`config.mk`:
```
export PLATFORM = sky130hd
export DESIGN_NAME = aesbe_round
export DESIGN_NICKNAME = d
export VERILOG_FILES = /design/src/rtl/aesbe_pkg.sv /design/src/rtl/aesbe_round.sv
export SDC_FILE = /design/constraint.sdc
export NUM_CORES = 2
export LEC_CHECK = 0
export BUFFER_PORTS_ARGS = -buffer_cell sky130_fd_sc_hd__buf_2
export CORE_MARGIN = 2
export CORE_UTILIZATION = 30
export DETAILED_ROUTE_END_ITERATION = 12
export PLACE_DENSITY_LB_ADDON = 0.12
export SETUP_SLACK_MARGIN = 0.02
export SYNTH_ARGS = -nofsm -noshare
export SYNTH_HDL_FRONTEND = slang
export SYNTH_SLANG_ARGS = --single-unit
```
`constraint.sdc`:
```
create_clock -name vclk -period 6.9
set_input_delay 1.035 -clock vclk [all_inputs]
set_output_delay 1.035 -clock vclk [all_outputs]
set_load 0.005 [all_outputs]
```
`src/rtl/aesbe_pkg.sv`:
```
package aesbe_pkg;

    localparam int NUM_ROUNDS_DEF = 10;
    localparam int COL_W          = 32;
    localparam int BLK_W          = 128;
    localparam logic FUNC_KEY     = 1'b0;
    localparam logic FUNC_ENC     = 1'b1;

    localparam logic [7:0] SBOX [256] = '{
        8'h63, 8'h7c, 8'h77, 8'h7b, 8'hf2, 8'h6b, 8'h6f, 8'hc5,
        8'h30, 8'h01, 8'h67, 8'h2b, 8'hfe, 8'hd7, 8'hab, 8'h76,
        8'hca, 8'h82, 8'hc9, 8'h7d, 8'hfa, 8'h59, 8'h47, 8'hf0,
        8'had, 8'hd4, 8'ha2, 8'haf, 8'h9c, 8'ha4, 8'h72, 8'hc0,
        8'hb7, 8'hfd, 8'h93, 8'h26, 8'h36, 8'h3f, 8'hf7, 8'hcc,
        8'h34, 8'ha5, 8'he5, 8'hf1, 8'h71, 8'hd8, 8'h31, 8'h15,
        8'h04, 8'hc7, 8'h23, 8'hc3, 8'h18, 8'h96, 8'h05, 8'h9a,
        8'h07, 8'h12, 8'h80, 8'he2, 8'heb, 8'h27, 8'hb2, 8'h75,
        8'h09, 8'h83, 8'h2c, 8'h1a, 8'h1b, 8'h6e, 8'h5a, 8'ha0,
        8'h52, 8'h3b, 8'hd6, 8'hb3, 8'h29, 8'he3, 8'h2f, 8'h84,
        8'h53, 8'hd1, 8'h00, 8'hed, 8'h20, 8'hfc, 8'hb1, 8'h5b,
        8'h6a, 8'hcb, 8'hbe, 8'h39, 8'h4a, 8'h4c, 8'h58, 8'hcf,
        8'hd0, 8'hef, 8'haa, 8'hfb, 8'h43, 8'h4d, 8'h33, 8'h85,
        8'h45, 8'hf9, 8'h02, 8'h7f, 8'h50, 8'h3c, 8'h9f, 8'ha8,
        8'h51, 8'ha3, 8'h40, 8'h8f, 8'h92, 8'h9d, 8'h38, 8'hf5,
        8'hbc, 8'hb6, 8'hda, 8'h21, 8'h10, 8'hff, 8'hf3, 8'hd2,
        8'hcd, 8'h0c, 8'h13, 8'hec, 8'h5f, 8'h97, 8'h44, 8'h17,
        8'hc4, 8'ha7, 8'h7e, 8'h3d, 8'h64, 8'h5d, 8'h19, 8'h73,
        8'h60, 8'h81, 8'h4f, 8'hdc, 8'h22, 8'h2a, 8'h90, 8'h88,
        8'h46, 8'hee, 8'hb8, 8'h14, 8'hde, 8'h5e, 8'h0b, 8'hdb,
        8'he0, 8'h32, 8'h3a, 8'h0a, 8'h49, 8'h06, 8'h24, 8'h5c,
        8'hc2, 8'hd3, 8'hac, 8'h62, 8'h91, 8'h95, 8'he4, 8'h79,
        8'he7, 8'hc8, 8'h37, 8'h6d, 8'h8d, 8'hd5, 8'h4e, 8'ha9,
        8'h6c, 8'h56, 8'hf4, 8'hea, 8'h65, 8'h7a, 8'hae, 8'h08,
        8'hba, 8'h78, 8'h25, 8'h2e, 8'h1c, 8'ha6, 8'hb4, 8'hc6,
        8'he8, 8'hdd, 8'h74, 8'h1f, 8'h4b, 8'hbd, 8'h8b, 8'h8a,
        8'h70, 8'h3e, 8'hb5, 8'h66, 8'h48, 8'h03, 8'hf6, 8'h0e,
        8'h61, 8'h35, 8'h57, 8'hb9, 8'h86, 8'hc1, 8'h1d, 8'h9e,
        8'he1, 8'hf8, 8'h98, 8'h11, 8'h69, 8'hd9, 8'h8e, 8'h94,
        8'h9b, 8'h1e, 8'h87, 8'he9, 8'hce, 8'h55, 8'h28, 8'hdf,
        8'h8c, 8'ha1, 8'h89, 8'h0d, 8'hbf, 8'he6, 8'h42, 8'h68,
        8'h41, 8'h99, 8'h2d, 8'h0f, 8'hb0, 8'h54, 8'hbb, 8'h16
    };

    function automatic logic [7:0] xtime(input logic [7:0] a);
        return {a[6:0], 1'b0} ^ (a[7] ? 8'h1b : 8'h00);
    endfunction

    function automatic logic [7:0] blk_byte(input logic [BLK_W-1:0] s, input int i);
        return s[BLK_W-1-8*i -: 8];
    endfunction

endpackage

```
`src/rtl/aesbe_round.sv`:
```
module aesbe_round
    import aesbe_pkg::*;
(
    input  logic [BLK_W-1:0] i_state,
    input  logic             i_mix,
    input  logic [BLK_W-1:0] i_key,
    output logic [BLK_W-1:0] o_state
);

    logic [7:0] t [16];
    logic [7:0] m [16];

    // SubBytes + ShiftRows, then optional MixColumns, then AddRoundKey
    always_comb begin
        for (int c = 0; c < 4; c++) begin
            for (int r = 0; r < 4; r++) begin
                t[4*c+r] = SBOX[blk_byte(i_state, 4*((c+r)%4)+r)];
            end
        end
        for (int c = 0; c < 4; c++) begin
            m[4*c]   = xtime(t[4*c]) ^ xtime(t[4*c+1]) ^ t[4*c+1] ^ t[4*c+2] ^ t[4*c+3];
            m[4*c+1] = t[4*c] ^ xtime(t[4*c+1]) ^ xtime(t[4*c+2]) ^ t[4*c+2] ^ t[4*c+3];
            m[4*c+2] = t[4*c] ^ t[4*c+1] ^ xtime(t[4*c+2]) ^ xtime(t[4*c+3]) ^ t[4*c+3];
            m[4*c+3] = xtime(t[4*c]) ^ t[4*c] ^ t[4*c+1] ^ t[4*c+2] ^ xtime(t[4*c+3]);
        end
        for (int i = 0; i < 16; i++) begin
            o_state[BLK_W-1-8*i -: 8] = (i_mix ? m[i] : t[i]) ^ i_key[BLK_W-1-8*i -: 8];
        end
    end

endmodule
```
==> Yosys cells after proc, flatten, opt, wreduce, memory -nomap -nowiden <==
Memories as Yosys holds them, arrays and structs flattened.
Cells that the tools add are included.
{ "op_classes": {"shifts": 0, "multipliers": 0, "addsub": 0, "n_bitwise": 112, "n_eq_ne": 0, "reduce_logical": 0, "div_mod_pow": 0, "order_cmp": 16, "mux": 64} }
{ "op_table": {"columns": ["op", "count"], "rows": [
  ["XOR 8 bit", 80],
  ["2-to-1 mux 8 bit", 48],
  ["greater-or-equal comparator 9 bit (second input constant)", 16],
  ["inverter 8 -> 9 bit", 16],
  ["XOR 8 x 5 -> 8 bit", 16],
  ["2-to-1 mux 5 bit", 16]
]} }
{ "totals": {"mem_bits_ro": 32768, "ram_bits": 0, "reg_bits": 0, "latch_bits": 0, "word_cells": 208, "mem_count": 16} }
{ "mem_list": {"columns": ["name", "words", "word_bits", "read_ports", "rd_clocked_by_memory_dff", "write_ports", "line", "text"], "rows": [
  ["(no name shown)", 256, 8, 1, 0, 0, "aesbe_round.sv:17", "t[4*c+r] = SBOX[blk_byte(i_state, 4*((c+r)%4)+r)];"],
  ["(no name shown)", 256, 8, 1, 0, 0, "aesbe_round.sv:17", null],
  ["(no name shown)", 256, 8, 1, 0, 0, "aesbe_round.sv:17", null],
  ["(no name shown)", 256, 8, 1, 0, 0, "aesbe_round.sv:17", null],
  ["(no name shown)", 256, 8, 1, 0, 0, "aesbe_round.sv:17", null],
  ["(no name shown)", 256, 8, 1, 0, 0, "aesbe_round.sv:17", null],
  ["+10 memories", null, null, null, null, null, null, null]
]} }

==> Logic depth before layout (Yosys ltp) <==
{ "logic_depth": {"depth_word": 12, "mapped_depth": 18, "mapped_depth_nobuf": 15} }

==> Least setup slack after synthesis <==
Ideal clock, no wire load.
{ "synth_timing": {"path_type": "input to output", "from": "in i_state[89]", "to": "out o_state[78]", "slack_ns": 1.175, "stages": 15, "n_path_buf": 3, "t_arrival_ns": 4.690, "required_time_ns": 5.865, "path_cell_list": "clkbuf_1 > clkbuf_1 > inv_1 > ha_1 > clkbuf_1 > nand2_1 > mux4_2 > mux2i_1 > a211oi_1 > a311oi_1 > xnor2_1 > xor2_1 > xnor2_1 > a21oi_1 > xor2_1"} }
{ "synth_between": {"elab_chain_len": 10} }
{ "synth_rtl": {"columns": ["item", "line", "text"], "rows": [
  ["start: declaration", "aesbe_round.sv:4", "input logic [BLK_W-1:0] i_state,"],
  ["inverter 8 -> 9 bit (implied by the code)", "aesbe_round.sv:17", null],
  ["memory read (256 x 8 bit)", null, null],
  ["2-to-1 mux 8 bit (implied by the code) (2 in series)", "aesbe_round.sv:17", null],
  ["XOR 8 bit (4 in series)", "aesbe_round.sv:23", "m[4*c+2] = t[4*c] ^ t[4*c+1] ^ xtime(t[4*c+2]) ^ xtime(t[4*c+3]) ^ t[4*c+3];"],
  ["2-to-1 mux 8 bit", "aesbe_round.sv:27", "o_state[BLK_W-1-8*i -: 8] = (i_mix ? m[i] : t[i]) ^ i_key[BLK_W-1-8*i -: 8];"],
  ["XOR 8 bit", "aesbe_round.sv:27", null],
  ["end: declaration", "aesbe_round.sv:7", "output logic [BLK_W-1:0] o_state"]
]} }
No other way between the ends. The select of a mux whose other input is x is not followed.

==> Final worst setup path <==
{ "layout_timing": {"from": "in i_state[27]", "to": "out o_state[6]"} }
{ "layout_between": {"elab_chain_len": 11} }
{ "layout_rtl": {"columns": ["item", "line", "text"], "rows": [
  ["inverter 8 -> 9 bit (implied by the code) (*)", "aesbe_round.sv:17", null],
  ["memory read (256 x 8 bit) (*)", null, null],
  ["2-to-1 mux 8 bit (implied by the code) (*) (2 in series)", "aesbe_round.sv:17", null],
  ["XOR 8 x 5 -> 8 bit", "aesbe_pkg.sv:45", "return {a[6:0], 1'b0} ^ (a[7] ? 8'h1b : 8'h00);"],
  ["XOR 8 bit (*) (4 in series)", "aesbe_round.sv:24", "m[4*c+3] = xtime(t[4*c]) ^ t[4*c] ^ t[4*c+1] ^ t[4*c+2] ^ xtime(t[4*c+3]);"],
  ["2-to-1 mux 8 bit (*)", "aesbe_round.sv:27", null],
  ["XOR 8 bit (*)", "aesbe_round.sv:27", null]
]} }
Every way passes the cells marked *; elsewhere a longest branch is shown, timed or not. The select of a mux whose other input is x is not followed.

==> out/results.ini <==
[global_route]
grt_usage=0.337
antenna_found_initial=39
grt_max_degree=144
grt_pass1_vias=76184
grt_overflow=0
grt_pass1_wl_um=534000

[floorplanning]
die_y_um=449
die_area_mm2=0.202
core_area_mm2=0.197
start_util=0.302
die_w_um=449
ios=385
rows=163

[timing]
grt_setup_unrepaired=false
slew_violations=0
slew_headroom=0.139
tightest_slew_ns=1.29
fmax_mhz=147
min_period_over_period=0.989
setup_viol=0
setup_tns_ns=0
hold_viol_final=0
min_period_ns=6.82

[critical_path]
critPathMaxFanout=49
path_class=in -> out
startpoint_type=input pin
critPathCaptureType=primary output
critical_path.slowest_cell=a211oi_1
crit_required_ns=5.86
cp_slowest_stage_delay_ns=0.81
cp_cell_sequence=buf_2, nand2b_1, inv_1, o311ai_0, o311a_1, a21oi_1, a211oi_1, buf_4, xnor2_1, xor2_1, xnor2_1, a21oi_1, xnor2_1, buf_2
crit_top_cell=xnor2_1
cp.arrival_ns=5.79

[placement]
dp_hpwl_um=270000
io_buffers=385
placed_cell_area_mm2=0.0646
gp_congestion=1.04
dp_cells=12012

[min_path]
min_from=i_key[127]
holdPathStages=3
hold-path-endpoint=o_state[127]
min_path_type=in -> out

[outcome]
status=finished clean

[drt]
ant_nets=0
drt_iter0_drc=14424
wire_per_inst_um=30.4
route.final.wire_length_um=366000
first_pass_iters=7
vias_per_cell=6.92
via_count=83206
route.detailed.drc=0

[final_layout]
final_nets=9861
syn2layout_area_growth_pct=8.87
regArea_um2=0
clkbuf_count=0
multiInputGateArea_mm2=0.0542
finalInstanceArea_mm2=0.0647
seq_cell_count=0
final_cells=12029
fin_util=0.328
drive_gt1_frac=0.134
fill_cells=22206

[yosys]
ys_warn_count=0
synth_nets=10045
synth_cell_types=96
yosysSeqAreaShare=0
netlist_instances=9558
avgSynthCellArea_um2=6.22
synth_area_mm2=0.0594

[power]
p_per_area_mw_per_mm2=120
ir_drop_mv=0.0750
totalPowerFinal_w=0.00774
leakage_nw=23.2

[run]
drv_cap=0

[clocking]
hold_buffers=0

critical path: cells and delay by family:
family                    cells  cell delay [ns]
AOI/OAI and AO/OA             5             1.83
xor gates and xnor gates      4             0.68
buffers and inverters         4             1.43
and+or+nand+nor               1             0.78
cells by family (layout without fill, tap and decap cells):
| family | after synthesis | after routing | share of synthesized area |
|---|---|---|---|
| adders and majority gates | 230 | 230 | 0.0484 |
| AOI/OAI and AO/OA | 3721 | 3721 | 0.422 |
| muxes | 233 | 233 | 0.0589 |
| and+or+nand+nor | 3476 | 3476 | 0.294 |
| other | 0 | 17 | 0 |
| xor gates and xnor gates | 597 | 597 | 0.0885 |
| buffers and inverters | 1301 | 1115 | 0.0884 |
routing by layer:
| layer | wire (um) | track usage | up-vias |
|---|---|---|---|
| met4 | 20700 | 0.152 | 20 |
| met1 | 149000 | 0.464 | 39843 |
| li1 | - | - | 35722 |
| met3 | 40000 | 0.0569 | 1173 |
| met2 | 156000 | 0.509 | 6448 |
| met5 | 124 | 0 | - |
through the flow:
stage               hold slack, ns  setup WS (ns)
floorplan                     2.13           1.17
global placement              2.33         0.0812
detailed placement            2.32          0.235
CTS                           2.32          0.206
global route                  2.33         0.0399
finish                        2.32         0.0793
final cells by class:
cell class | instances | share of cell area
repair buffers | 958 | 0.102
diodes | 17 | 0.000658
multi-input cells | 8257 | 0.837
inverters | 157 | 0.00911
well taps | 2640 | 0.0511
cells in the mapped netlist (50+ instances only):
cell type  number  area [um^2]
a21oi_1       907         4540
o21ai_0       785         3930
nor2_1        746         2800
clkbuf_1      742         2790
nand2_1       693         2600
nor3_1        412         2060
xnor2_1       407         3560
nand2b_1      347         2170
nand3_1       347         1740
nor2b_1       307         1920
buf_2         249         1250
ha_1          230         2880
a31oi_1       204         1280
o211ai_1      202         1520
a211oi_1      197         1480
xor2_1        186         1630
a311oi_1      164         1440
o311ai_0      156         1370
buf_1         139          522
inv_1         129          484
mux2i_1       112         1120
and2_1        106          663
o31ai_1       103          773
or2_2         103          644
mux4_2         90         2030
o22ai_1        80          500
or3_1          74          463
a221oi_1       69          604
and3_1         69          432
a2111oi_0      68          596
a211o_1        68          596
o221ai_1       65          569
a21o_1         54          405
o311a_1        54          541
nand4_1        50          313
layout by cell type, fill, tap and decap left out, drive strengths merged, types with 69 or more instances in the layout:
cell	instances
a311oi	167
xor2	186
nor2	747
and2	119
o311ai	160
o31ai	103
nand2b	347
o21ai	792
nor3	412
or3	74
a221oi	72
o211ai	202
a21oi	907
a211oi	198
ha	230
xnor2	411
o22ai	80
mux4	90
nand2	693
nand3	347
inv	136
nor2b	307
mux2i	112
or2	109
and3	69
a31oi	205
buf	957
power breakdown:
part           leakage (nW)  switching (W)    internal [W]
clock network      0.000106              0  0.000000000198
logic                  23.2        0.00479         0.00294
registers                 0              0               0
total                  23.2        0.00479         0.00294
how the worst max path moves through the flow:
| stage | start | endpoint | slack, ns | cells after the start |
|---|---|---|---|---|
| floorplan | i_state[89] | o_state[78] | 1.17 | 15 |
| global placement | i_state[27] | o_state[6] | 0.08 | 14 |
| detailed placement | i_state[24] | o_state[6] | 0.23 | 16 |
| CTS | i_state[24] | o_state[6] | 0.21 | 16 |
| global route | i_state[24] | o_state[6] | 0.04 | 16 |
| finish | i_state[27] | o_state[6] | 0.08 | 14 |
what timing repair did:
item | in CTS | in global routing
buffers inserted | 0 | 0
setup endpoints to repair | 0 | 1
gates resized for setup | 0 | 1
(Power assumes the default switching activity.)
